## config.mk

```make
export PLATFORM = sky130hd
export DESIGN_NAME = heading_pd_thrust_control
export DESIGN_NICKNAME = d
export VERILOG_FILES = /design/src/rtl/hpd_pkg.sv /design/src/rtl/hpd_state.sv /design/src/rtl/hpd_gain.sv /design/src/rtl/hpd_drive.sv /design/src/rtl/heading_pd_thrust_control.sv
export SDC_FILE = /design/constraint.sdc
export NUM_CORES = 2
export LEC_CHECK = 0
export BUFFER_PORTS_ARGS = -buffer_cell sky130_fd_sc_hd__buf_4
export CAP_MARGIN = 10
export CELL_PAD_IN_SITES_DETAIL_PLACEMENT = 2
export CELL_PAD_IN_SITES_GLOBAL_PLACEMENT = 2
export CORE_ASPECT_RATIO = 2
export CORE_MARGIN = 2
export CORE_UTILIZATION = 25
export CTS_CLUSTER_DIAMETER = 30
export DETAILED_ROUTE_END_ITERATION = 10
export GPL_TIMING_DRIVEN = 0
export HOLD_SLACK_MARGIN = 0.05
export PLACE_DENSITY = 0.52
export SLEW_MARGIN = 0
export SYNTH_ARGS = -nofsm -noshare
export SYNTH_HDL_FRONTEND = slang
export SYNTH_SLANG_ARGS = --single-unit
```

## constraint.sdc

```tcl
create_clock -name clk -period 15.3 [get_ports clk]
set_clock_uncertainty 0.05 [all_clocks]
set_input_delay 0.765 -clock clk [delete_from_list [all_inputs] [get_ports clk]]
set_output_delay 0.765 -clock clk [all_outputs]
set_load 0.1 [all_outputs]
```

## src/rtl/hpd_pkg.sv

```systemverilog
package hpd_pkg;

    // History depth default
    localparam int HISTORY_DEPTH_DEF = 2;

    // Field widths
    localparam int HEADING_W  = 12;
    localparam int RANGE_W    = 16;
    localparam int PULSE_W    = 12;
    localparam int KP_W       = 14;
    localparam int KD_W       = 10;
    localparam int CFG_IDX_W  = 3;
    localparam int CFG_DATA_W = 16;

    // Datapath widths
    localparam int ERR_W   = 12;   // wrapped heading error
    localparam int DE_W    = 13;   // error change
    localparam int P_W     = 27;   // kp * err
    localparam int D_W     = 24;   // kd * de
    localparam int PABS_W  = 25;   // |kp * err| < 2^25
    localparam int MAGIC_W = 26;
    localparam int Q_W     = 19;   // |kp * err| / 100
    localparam int SUM_W   = 26;   // pulse sum before clamp

    // Heading constants (tenths of a degree)
    localparam logic [HEADING_W:0] HEADING_FULL = 13'd3600;
    localparam logic [HEADING_W:0] HEADING_HALF = 13'd1800;
    localparam logic [HEADING_W:0] HEADING_STEP = 13'd20;

    // Pulse limits
    localparam logic [PULSE_W-1:0] PULSE_MIN = 12'd2031;
    localparam logic [PULSE_W-1:0] PULSE_MAX = 12'd3508;

    // floor(x / 100) = (x * RECIP_100) >> RECIP_SHIFT, exact for x < 2^30
    localparam logic [MAGIC_W-1:0] RECIP_100   = 26'd42949673;
    localparam int                 RECIP_SHIFT = 32;
    localparam logic [PABS_W-1:0]  HUNDRED     = 25'd100;

    // Register indexes
    localparam logic [CFG_IDX_W-1:0] REG_KP           = 3'd0;
    localparam logic [CFG_IDX_W-1:0] REG_KD           = 3'd1;
    localparam logic [CFG_IDX_W-1:0] REG_START        = 3'd2;
    localparam logic [CFG_IDX_W-1:0] REG_CENTER_LEFT  = 3'd3;
    localparam logic [CFG_IDX_W-1:0] REG_CENTER_RIGHT = 3'd4;
    localparam logic [CFG_IDX_W-1:0] REG_RANGE_NEAR   = 3'd5;
    localparam logic [CFG_IDX_W-1:0] REG_RANGE_FAR    = 3'd6;

    // Register reset values
    localparam logic [KP_W-1:0]      KP_RST           = 14'd27;
    localparam logic [KD_W-1:0]      KD_RST           = 10'd100;
    localparam logic [HEADING_W-1:0] START_RST        = 12'd0;
    localparam logic [PULSE_W-1:0]   CENTER_LEFT_RST  = 12'd2759;
    localparam logic [PULSE_W-1:0]   CENTER_RIGHT_RST = 12'd2779;
    localparam logic [RANGE_W-1:0]   RANGE_NEAR_RST   = 16'd40;
    localparam logic [RANGE_W-1:0]   RANGE_FAR_RST    = 16'd60;

    // Configuration seen by the pipeline
    typedef struct packed {
        logic [KP_W-1:0]    kp;
        logic [KD_W-1:0]    kd;
        logic [PULSE_W-1:0] center_left;
        logic [PULSE_W-1:0] center_right;
        logic [RANGE_W-1:0] range_near;
        logic [RANGE_W-1:0] range_far;
    } cfg_t;

    // State stage result
    typedef struct packed {
        logic signed [ERR_W-1:0] err;
        logic signed [DE_W-1:0]  de;
        logic [HEADING_W-1:0]    target;
    } step_t;

    // Gain stage result
    typedef struct packed {
        logic signed [P_W-1:0]   p;
        logic signed [D_W-1:0]   d;
        logic signed [ERR_W-1:0] err;
        logic [HEADING_W-1:0]    target;
    } prod_t;

endpackage

```

## src/rtl/hpd_state.sv

```systemverilog
module hpd_state #(
    parameter int HISTORY_DEPTH = hpd_pkg::HISTORY_DEPTH_DEF
) (
    input  logic                           clk,
    input  logic                           rst_n,
    input  hpd_pkg::cfg_t                  cfg,
    input  logic                           start_load,
    input  logic [hpd_pkg::HEADING_W-1:0]  start_value,
    input  logic                           up_valid,
    output logic                           up_ready,
    input  logic [hpd_pkg::HEADING_W-1:0]  compass_heading,
    input  logic                           range_valid,
    input  logic [hpd_pkg::RANGE_W-1:0]    range_reading,
    output logic                           dn_valid,
    input  logic                           dn_ready,
    output hpd_pkg::step_t                 dn_word
);

    logic [hpd_pkg::RANGE_W-1:0]         hist_reg  [HISTORY_DEPTH];
    logic [hpd_pkg::RANGE_W-1:0]         hist_next [HISTORY_DEPTH];
    logic [hpd_pkg::HEADING_W-1:0]       desired_reg;
    logic signed [hpd_pkg::ERR_W-1:0]    prev_err_reg;
    logic                                valid_reg;
    hpd_pkg::step_t                      word_reg;
    hpd_pkg::step_t                      word_next;

    logic                                all_near;
    logic                                all_far;
    logic [hpd_pkg::HEADING_W:0]         cur_ext;
    logic [hpd_pkg::HEADING_W:0]         dn_step;
    logic [hpd_pkg::HEADING_W:0]         after_dn;
    logic [hpd_pkg::HEADING_W:0]         up_add;
    logic [hpd_pkg::HEADING_W:0]         up_step;
    logic [hpd_pkg::HEADING_W:0]         after_up;
    logic signed [hpd_pkg::HEADING_W+1:0] diff;
    logic signed [hpd_pkg::HEADING_W+1:0] diff_wrap;
    logic signed [hpd_pkg::HEADING_W+1:0] half_pos;
    logic signed [hpd_pkg::HEADING_W+1:0] half_neg;
    logic signed [hpd_pkg::HEADING_W+1:0] full_s;
    logic                                take;

    assign take     = up_valid && up_ready;
    assign up_ready = !valid_reg || dn_ready;
    assign dn_valid = valid_reg;
    assign dn_word  = word_reg;

    // History after shifting in the new reading
    always_comb
    begin
        for (int k = 0; k < HISTORY_DEPTH - 1; k++)
        begin
            hist_next[k] = hist_reg[k + 1];
        end
        hist_next[HISTORY_DEPTH-1] = range_reading;
    end

    // Range limit tests over the whole history
    always_comb
    begin
        all_near = 1'b1;
        all_far  = 1'b1;
        for (int k = 0; k < HISTORY_DEPTH; k++)
        begin
            if (hist_next[k] > cfg.range_near)
            begin
                all_near = 1'b0;
            end
            if (hist_next[k] < cfg.range_far)
            begin
                all_far = 1'b0;
            end
        end
    end

    // Desired heading: turn down first, then up, each wrapped once
    always_comb
    begin
        cur_ext = {1'b0, desired_reg};
        if (cur_ext < hpd_pkg::HEADING_STEP)
        begin
            dn_step = cur_ext + (hpd_pkg::HEADING_FULL - hpd_pkg::HEADING_STEP);
        end
        else
        begin
            dn_step = cur_ext - hpd_pkg::HEADING_STEP;
        end
        after_dn = (range_valid && all_near) ? dn_step : cur_ext;

        up_add = after_dn + hpd_pkg::HEADING_STEP;
        if (up_add > hpd_pkg::HEADING_FULL)
        begin
            up_step = up_add - hpd_pkg::HEADING_FULL;
        end
        else
        begin
            up_step = up_add;
        end
        after_up = (range_valid && all_far) ? up_step : after_dn;
    end

    // Heading error wrapped into +-half turn, and its change
    always_comb
    begin
        half_pos  = $signed({1'b0, hpd_pkg::HEADING_HALF});
        half_neg  = -half_pos;
        full_s    = $signed({1'b0, hpd_pkg::HEADING_FULL});
        diff      = $signed({2'b00, after_up[hpd_pkg::HEADING_W-1:0]})
                  - $signed({2'b00, compass_heading});
        if (diff > half_pos)
        begin
            diff_wrap = diff - full_s;
        end
        else if (diff < half_neg)
        begin
            diff_wrap = diff + full_s;
        end
        else
        begin
            diff_wrap = diff;
        end
        word_next.err    = diff_wrap[hpd_pkg::ERR_W-1:0];
        word_next.de     = $signed({word_next.err[hpd_pkg::ERR_W-1], word_next.err})
                         - $signed({prev_err_reg[hpd_pkg::ERR_W-1], prev_err_reg});
        word_next.target = after_up[hpd_pkg::HEADING_W-1:0];
    end

    // Controller state
    always_ff @(posedge clk or negedge rst_n)
    begin
        if (!rst_n)
        begin
            for (int k = 0; k < HISTORY_DEPTH; k++)
            begin
                hist_reg[k] <= '0;
            end
            desired_reg  <= hpd_pkg::START_RST;
            prev_err_reg <= '0;
            valid_reg    <= 1'b0;
        end
        else
        begin
            if (up_ready)
            begin
                valid_reg <= up_valid;
            end
            if (start_load)
            begin
                desired_reg <= start_value;
            end
            else if (take)
            begin
                desired_reg <= word_next.target;
            end
            if (take)
            begin
                prev_err_reg <= word_next.err;
                if (range_valid)
                begin
                    for (int k = 0; k < HISTORY_DEPTH; k++)
                    begin
                        hist_reg[k] <= hist_next[k];
                    end
                end
            end
        end
    end

    // Stage word
    always_ff @(posedge clk)
    begin
        if (take)
        begin
            word_reg <= word_next;
        end
    end

endmodule

```

## src/rtl/hpd_gain.sv

```systemverilog
module hpd_gain (
    input  logic                      clk,
    input  logic                      rst_n,
    input  logic [hpd_pkg::KP_W-1:0]  kp,
    input  logic [hpd_pkg::KD_W-1:0]  kd,
    input  logic                      up_valid,
    output logic                      up_ready,
    input  hpd_pkg::step_t            up_word,
    output logic                      dn_valid,
    input  logic                      dn_ready,
    output hpd_pkg::prod_t            dn_word
);

    logic                           valid_reg;
    hpd_pkg::prod_t                 word_reg;
    hpd_pkg::prod_t                 word_next;
    logic signed [hpd_pkg::P_W-1:0] kp_ext;
    logic signed [hpd_pkg::P_W-1:0] err_ext;
    logic signed [hpd_pkg::D_W-1:0] kd_ext;
    logic signed [hpd_pkg::D_W-1:0] de_ext;

    assign up_ready = !valid_reg || dn_ready;
    assign dn_valid = valid_reg;
    assign dn_word  = word_reg;

    // Proportional and derivative products
    always_comb
    begin
        kp_ext  = $signed({{(hpd_pkg::P_W - hpd_pkg::KP_W){1'b0}}, kp});
        err_ext = $signed({{(hpd_pkg::P_W - hpd_pkg::ERR_W){up_word.err[hpd_pkg::ERR_W-1]}},
                           up_word.err});
        kd_ext  = $signed({{(hpd_pkg::D_W - hpd_pkg::KD_W){1'b0}}, kd});
        de_ext  = $signed({{(hpd_pkg::D_W - hpd_pkg::DE_W){up_word.de[hpd_pkg::DE_W-1]}},
                           up_word.de});
        word_next.p      = kp_ext * err_ext;
        word_next.d      = kd_ext * de_ext;
        word_next.err    = up_word.err;
        word_next.target = up_word.target;
    end

    always_ff @(posedge clk or negedge rst_n)
    begin
        if (!rst_n)
        begin
            valid_reg <= 1'b0;
        end
        else if (up_ready)
        begin
            valid_reg <= up_valid;
        end
    end

    always_ff @(posedge clk)
    begin
        if (up_valid && up_ready)
        begin
            word_reg <= word_next;
        end
    end

endmodule

```

## src/rtl/hpd_drive.sv

```systemverilog
module hpd_drive (
    input  logic                              clk,
    input  logic                              rst_n,
    input  logic [hpd_pkg::PULSE_W-1:0]       center_left,
    input  logic [hpd_pkg::PULSE_W-1:0]       center_right,
    input  logic                              up_valid,
    output logic                              up_ready,
    input  hpd_pkg::prod_t                    up_word,
    output logic                              dn_valid,
    input  logic                              dn_ready,
    output logic [hpd_pkg::PULSE_W-1:0]       left_pulse,
    output logic [hpd_pkg::PULSE_W-1:0]       right_pulse,
    output logic signed [hpd_pkg::ERR_W-1:0]  heading_error,
    output logic [hpd_pkg::HEADING_W-1:0]     target_heading
);

    localparam int PROD_W = hpd_pkg::PABS_W + hpd_pkg::MAGIC_W;

    // Quotient stage
    logic                              qv_reg;
    logic                              q_ready;
    logic                              q_take;
    logic [hpd_pkg::PABS_W-1:0]        pabs_reg;
    logic [hpd_pkg::Q_W-1:0]           qmag_reg;
    logic                              pneg_reg;
    logic signed [hpd_pkg::D_W-1:0]    d_reg;
    logic signed [hpd_pkg::ERR_W-1:0]  qerr_reg;
    logic [hpd_pkg::HEADING_W-1:0]     qtarget_reg;
    logic [hpd_pkg::P_W-1:0]           pabs_full;
    logic [hpd_pkg::PABS_W-1:0]        pabs_next;
    logic [PROD_W-1:0]                 recip_prod;

    // Output stage
    logic                              ov_reg;
    logic                              o_take;
    logic [hpd_pkg::PULSE_W-1:0]       left_reg;
    logic [hpd_pkg::PULSE_W-1:0]       right_reg;
    logic signed [hpd_pkg::ERR_W-1:0]  err_reg;
    logic [hpd_pkg::HEADING_W-1:0]     target_reg;
    logic [hpd_pkg::PABS_W-1:0]        q100;
    logic                              rem_nz;
    logic signed [hpd_pkg::SUM_W-1:0]  q_s;
    logic signed [hpd_pkg::SUM_W-1:0]  d_s;
    logic signed [hpd_pkg::SUM_W-1:0]  right_sum;
    logic signed [hpd_pkg::SUM_W-1:0]  left_sum;
    logic signed [hpd_pkg::SUM_W-1:0]  right_adj;
    logic signed [hpd_pkg::SUM_W-1:0]  left_adj;

    function automatic logic [hpd_pkg::PULSE_W-1:0] clamp_pulse(
        input logic signed [hpd_pkg::SUM_W-1:0] v
    );
        logic signed [hpd_pkg::SUM_W-1:0] lo;
        logic signed [hpd_pkg::SUM_W-1:0] hi;
        lo = $signed({{(hpd_pkg::SUM_W - hpd_pkg::PULSE_W){1'b0}}, hpd_pkg::PULSE_MIN});
        hi = $signed({{(hpd_pkg::SUM_W - hpd_pkg::PULSE_W){1'b0}}, hpd_pkg::PULSE_MAX});
        if (v > hi)
        begin
            return hpd_pkg::PULSE_MAX;
        end
        else if (v < lo)
        begin
            return hpd_pkg::PULSE_MIN;
        end
        return v[hpd_pkg::PULSE_W-1:0];
    endfunction

    assign q_ready  = !ov_reg || dn_ready;
    assign up_ready = !qv_reg || q_ready;
    assign q_take   = up_valid && up_ready;
    assign o_take   = qv_reg && q_ready;

    // |p| / 100 by reciprocal multiply
    always_comb
    begin
        pabs_full  = up_word.p[hpd_pkg::P_W-1] ? 27'(-up_word.p) : 27'(up_word.p);
        pabs_next  = pabs_full[hpd_pkg::PABS_W-1:0];
        recip_prod = PROD_W'(pabs_next) * PROD_W'(hpd_pkg::RECIP_100);
    end

    always_ff @(posedge clk)
    begin
        if (q_take)
        begin
            pabs_reg    <= pabs_next;
            qmag_reg    <= recip_prod[hpd_pkg::RECIP_SHIFT +: hpd_pkg::Q_W];
            pneg_reg    <= up_word.p[hpd_pkg::P_W-1];
            d_reg       <= up_word.d;
            qerr_reg    <= up_word.err;
            qtarget_reg <= up_word.target;
        end
    end

    // Sums truncated toward zero: p = 100q + r, fix up when r and the
    // integer part have opposite signs
    always_comb
    begin
        q100   = hpd_pkg::PABS_W'(qmag_reg) * hpd_pkg::HUNDRED;
        rem_nz = (q100 != pabs_reg);
        q_s    = $signed({{(hpd_pkg::SUM_W - hpd_pkg::Q_W){1'b0}}, qmag_reg});
        if (pneg_reg)
        begin
            q_s = -q_s;
        end
        d_s = $signed({{(hpd_pkg::SUM_W - hpd_pkg::D_W){d_reg[hpd_pkg::D_W-1]}}, d_reg});

        right_sum = $signed({{(hpd_pkg::SUM_W - hpd_pkg::PULSE_W){1'b0}}, center_right})
                  + d_s + q_s;
        left_sum  = $signed({{(hpd_pkg::SUM_W - hpd_pkg::PULSE_W){1'b0}}, center_left})
                  - d_s - q_s;

        right_adj = right_sum;
        left_adj  = left_sum;
        if (rem_nz)
        begin
            // right remainder has the sign of p, left the opposite
            if (pneg_reg && right_sum > 0)
            begin
                right_adj = right_sum - 1;
            end
            else if (!pneg_reg && right_sum < 0)
            begin
                right_adj = right_sum + 1;
            end
            if (!pneg_reg && left_sum > 0)
            begin
                left_adj = left_sum - 1;
            end
            else if (pneg_reg && left_sum < 0)
            begin
                left_adj = left_sum + 1;
            end
        end
    end

    always_ff @(posedge clk)
    begin
        if (o_take)
        begin
            left_reg   <= clamp_pulse(left_adj);
            right_reg  <= clamp_pulse(right_adj);
            err_reg    <= qerr_reg;
            target_reg <= qtarget_reg;
        end
    end

    // Stage valid bits
    always_ff @(posedge clk or negedge rst_n)
    begin
        if (!rst_n)
        begin
            qv_reg <= 1'b0;
            ov_reg <= 1'b0;
        end
        else
        begin
            if (up_ready)
            begin
                qv_reg <= up_valid;
            end
            if (q_ready)
            begin
                ov_reg <= qv_reg;
            end
        end
    end

    assign dn_valid       = ov_reg;
    assign left_pulse     = left_reg;
    assign right_pulse    = right_reg;
    assign heading_error  = err_reg;
    assign target_heading = target_reg;

endmodule

```

## src/rtl/heading_pd_thrust_control.sv

```systemverilog
// Channel   Direction  Handshake              Word
// in        to block   in_valid / in_ready    compass_heading, range_valid, range_reading
// out       from block out_valid / out_ready  left_pulse, right_pulse, heading_error,
//                                             target_heading
// cfg       to block   cfg_we (no wait)       cfg_index, cfg_data
//
// One word in and one word out per cycle while out_ready holds; each word passes
// through the input register, state update, gain multipliers, divide by
// 100 by reciprocal multiply, and sum and clamp in the output register.
// The state loop (history, desired heading, previous error) closes within the state stage.
// Reset clears all valid bits, history and previous error, and loads the
// register defaults. Each stage holds its word only while the next is full and
// stalled, so empty stages keep taking words while a result waits.
module heading_pd_thrust_control #(
    parameter int HISTORY_DEPTH = hpd_pkg::HISTORY_DEPTH_DEF
) (
    input  logic                              clk,
    input  logic                              rst_n,
    input  logic                              cfg_we,
    input  logic [hpd_pkg::CFG_IDX_W-1:0]     cfg_index,
    input  logic [hpd_pkg::CFG_DATA_W-1:0]    cfg_data,
    input  logic                              in_valid,
    output logic                              in_ready,
    input  logic [hpd_pkg::HEADING_W-1:0]     compass_heading,
    input  logic                              range_valid,
    input  logic [hpd_pkg::RANGE_W-1:0]       range_reading,
    output logic                              out_valid,
    input  logic                              out_ready,
    output logic [hpd_pkg::PULSE_W-1:0]       left_pulse,
    output logic [hpd_pkg::PULSE_W-1:0]       right_pulse,
    output logic signed [hpd_pkg::ERR_W-1:0]  heading_error,
    output logic [hpd_pkg::HEADING_W-1:0]     target_heading
);

    hpd_pkg::cfg_t                  cfg_reg;
    logic                           start_load;

    logic                           iv_reg;
    logic [hpd_pkg::HEADING_W-1:0]  compass_reg;
    logic                           rvalid_reg;
    logic [hpd_pkg::RANGE_W-1:0]    reading_reg;

    logic                           st_ready;
    logic                           st_valid;
    hpd_pkg::step_t                 st_word;
    logic                           gn_ready;
    logic                           gn_valid;
    hpd_pkg::prod_t                 gn_word;
    logic                           dr_ready;

    // Configuration registers
    always_ff @(posedge clk or negedge rst_n)
    begin
        if (!rst_n)
        begin
            cfg_reg.kp           <= hpd_pkg::KP_RST;
            cfg_reg.kd           <= hpd_pkg::KD_RST;
            cfg_reg.center_left  <= hpd_pkg::CENTER_LEFT_RST;
            cfg_reg.center_right <= hpd_pkg::CENTER_RIGHT_RST;
            cfg_reg.range_near   <= hpd_pkg::RANGE_NEAR_RST;
            cfg_reg.range_far    <= hpd_pkg::RANGE_FAR_RST;
        end
        else if (cfg_we)
        begin
            case (cfg_index)
                hpd_pkg::REG_KP:
                begin
                    cfg_reg.kp <= cfg_data[hpd_pkg::KP_W-1:0];
                end
                hpd_pkg::REG_KD:
                begin
                    cfg_reg.kd <= cfg_data[hpd_pkg::KD_W-1:0];
                end
                hpd_pkg::REG_CENTER_LEFT:
                begin
                    cfg_reg.center_left <= cfg_data[hpd_pkg::PULSE_W-1:0];
                end
                hpd_pkg::REG_CENTER_RIGHT:
                begin
                    cfg_reg.center_right <= cfg_data[hpd_pkg::PULSE_W-1:0];
                end
                hpd_pkg::REG_RANGE_NEAR:
                begin
                    cfg_reg.range_near <= cfg_data[hpd_pkg::RANGE_W-1:0];
                end
                hpd_pkg::REG_RANGE_FAR:
                begin
                    cfg_reg.range_far <= cfg_data[hpd_pkg::RANGE_W-1:0];
                end
                default:
                begin
                end
            endcase
        end
    end

    // start heading goes straight into the desired heading
    assign start_load = cfg_we && (cfg_index == hpd_pkg::REG_START);

    // Input register
    assign in_ready = !iv_reg || st_ready;

    always_ff @(posedge clk or negedge rst_n)
    begin
        if (!rst_n)
        begin
            iv_reg <= 1'b0;
        end
        else if (in_ready)
        begin
            iv_reg <= in_valid;
        end
    end

    always_ff @(posedge clk)
    begin
        if (in_valid && in_ready)
        begin
            compass_reg <= compass_heading;
            rvalid_reg  <= range_valid;
            reading_reg <= range_reading;
        end
    end

    hpd_state #(
        .HISTORY_DEPTH (HISTORY_DEPTH)
    ) u_state (
        .clk             (clk),
        .rst_n           (rst_n),
        .cfg             (cfg_reg),
        .start_load      (start_load),
        .start_value     (cfg_data[hpd_pkg::HEADING_W-1:0]),
        .up_valid        (iv_reg),
        .up_ready        (st_ready),
        .compass_heading (compass_reg),
        .range_valid     (rvalid_reg),
        .range_reading   (reading_reg),
        .dn_valid        (st_valid),
        .dn_ready        (gn_ready),
        .dn_word         (st_word)
    );

    hpd_gain u_gain (
        .clk      (clk),
        .rst_n    (rst_n),
        .kp       (cfg_reg.kp),
        .kd       (cfg_reg.kd),
        .up_valid (st_valid),
        .up_ready (gn_ready),
        .up_word  (st_word),
        .dn_valid (gn_valid),
        .dn_ready (dr_ready),
        .dn_word  (gn_word)
    );

    hpd_drive u_drive (
        .clk            (clk),
        .rst_n          (rst_n),
        .center_left    (cfg_reg.center_left),
        .center_right   (cfg_reg.center_right),
        .up_valid       (gn_valid),
        .up_ready       (dr_ready),
        .up_word        (gn_word),
        .dn_valid       (out_valid),
        .dn_ready       (out_ready),
        .left_pulse     (left_pulse),
        .right_pulse    (right_pulse),
        .heading_error  (heading_error),
        .target_heading (target_heading)
    );

endmodule
```

==> results.sh <==
export IMPL_status="finished clean"
export IMPL_slew_limit_headroom_pct=5.54
export IMPL_synth_top_area_share_pct=20.4
export IMPL_pin_count=103
export IMPL_yosysWarnings=0
export IMPL_via_count=37200
export IMPL_tritoncts="built"
export IMPL_fin_tns_setup_ns=0
export IMPL_grt_max_degree=65
export IMPL_wl_um=172000
export IMPL_worst_path_max_fanout=10
export IMPL_crit_family="compound AO/OA/AOI/OAI gates"
export IMPL_ys_types=113
export IMPL_h_tree_depth=3
export IMPL_worst_pin_slew_ns=1.40
export IMPL_die_w_um=317
export IMPL_max_stage_delay_ns=0.95
export IMPL_port_buffers=102
export IMPL_seq_area_frac_synth_pct=23.6
export IMPL_antenna_found_initial=4
export IMPL_avgViaCountPerCell=4.73
export IMPL_drt_initial_drc_count=1436
export IMPL_cts_root_buf="clkbuf_16"
export IMPL_pre_cts_ws_ns=3.22
export IMPL_gr_total_overflow=0
export IMPL_cp_required_ns=15.70
export IMPL_syn_to_final_growth_pct=16.2
export IMPL_cts_sinks=406
export IMPL_grt_pass1_wl_um=267000
export IMPL_cts_buffer_depth=3
export IMPL_async_reset_ff_share_pct=30.8
export IMPL_drive_gt1_share_pct=10.1
export IMPL_worstSkewPairLatency_ns=0.74
export IMPL_post_cts_buffers=0
export IMPL_setup_viol=0
export IMPL_synthTopCellsByArea="fa_1, edfxtp_1, ha_1"
export IMPL_cp_arrival_ns=12.11
export IMPL_netlist_area_um2=49100
export IMPL_initial_utilization_pct=25.1
export IMPL_crit_path_end_kind="flop"
export IMPL_rrSetupSlack_ns=3.59
export IMPL_path_buf_inv=4
export IMPL_cp_start_kind="flop"
export IMPL_syn_instance_count=5000
export IMPL_netlist_top_cells_count="inv_1, ha_1, fa_1"
export IMPL_hold_class="input pin to flop"
export IMPL_track_usage_pct=17.5
export IMPL_rsz0062_at_grt="false"
export IMPL_gp_congestion=0.846
export IMPL_fin_crit_sh_pct=76.5
export IMPL_avgSynthCellArea_um2=9.82
export IMPL_fmax_mhz=85.4
export IMPL_synth_seq_cells=406
export IMPL_slew_violations=0
export IMPL_synth_most_common_cell="inv_1"
export IMPL_antenna_left=0
export IMPL_synth_nets=6209
export IMPL_post_drt_wl_per_cell_um=21.8
export IMPL_dp_hpwl_um=144000
export IMPL_layout_nets=6442
export IMPL_path_clk_slew_ns=0.05
export IMPL_largest_reg_flops=80
export IMPL_synthFlopType="edfxtp_1"
export IMPL_die_y_um=631
export IMPL_cts_made_buffers=99
export IMPL_fin_hold_ws_ns=0.162
export IMPL_core_area_um2=196000
export IMPL_fin_crit_ns=11.71
export IMPL_setup_ws_ns=3.59
export IMPL_critical_path_class="flop to flop"
export IMPL_drcViolationCount=0
export IMPL_hold_viol=0
export IMPL_firstDrtPassIters=7
export IMPL_cts_repair_resized=0
export IMPL_dieArea_um2=200000
export IMPL_grt_pass1_vias=42700
export IMPL_cap_violations=0
export IMPL_path_common_cell="a21oi_1"
export IMPL_synth_edf_count=281
export IMPL_synth_top_cell_by_area="fa_1"
export IMPL_cpMaxStageDelayCell="o41ai_2"
export IMPL_rows=230
-- path summary, 6_finish.rpt --
kind / cells after the start / endpoint / from
max reg2reg: 41 / u_state.dn_word[23] / cfg_reg[21]
min in group asynchronous: 2 / iv_reg / rst_n
min reg2reg: 0 / u_drive.d_reg[11] / u_gain.dn_word[35]
max: 41 / u_state.dn_word[23] / cfg_reg[21]
min: 1 / reading_reg[9] / range_reading[9]
max in group asynchronous: 3 / cfg_reg[5] / rst_n
-- cell families (layout without fill, tap and decap cells) --
kind of cell,count (synthesis),in the layout,synth area share [%]
adders and majority gates,1156,1156,37.1
and+or+nand+nor,1229,1229,13.0
xor gates and xnor gates,226,226,4.11
buffers and inverters,1075,1394,8.32
AOI/OAI and AO/OA,796,796,11.2
muxes,112,112,2.52
DFF,406,406,23.6
other,0,4,0
-- routing by layer --
layer	wire, um	global-route usage [%]	up-vias
met5	0	0	-
met4	4580	4.78	0
met3	3870	1.50	204
met2	87600	31.3	462
met1	75700	22.3	19200
li1	-	-	17400
-- per-stage QoR --
step	cell area, um^2	util [%]	cells
CTS	57000	29.1	7868
detailed placement	53500	27.4	7680
floorplan	49100	-	5000
global placement	53000	27.1	7654
global route	57000	29.1	7872
finish	57000	29.2	7875
-- cells in the final DEF, fill, tap and decap left out, drive strengths merged, types with 94 or more instances in the layout --
master	synthesis	final
ha	656	656
and2	206	206
o21ai	153	153
buf	22	152
xnor2	162	162
inv	951	961
edfxtp	281	281
clkbuf	101	211
fa	500	500
nor2	190	190
mux2	94	94
a21oi	173	173
nand2	331	331
dfrtp	97	97
-- repair_timing --
item | CTS | global route
endpoints found under the setup margin | 0 | 0
hold buffers | 1 | 0
endpoints found under the hold margin | 42 | 0
-- cell type report --
cell class              instances  area, um^2
fillers                     21700      139000
multi-input cells            3519       33500
flip-flops and latches        406       11600
inverters                     952        3570
well taps                    2552        3190
clock buffers                 109        2560
repair buffers                132        1170
clock inverters                78         901
plain buffers                 123         513
diodes                          4        10.0
Power is left out: the tool's default activity adds up to more than one toggle a clock period on the data nets, which glitch-free logic cannot reach.
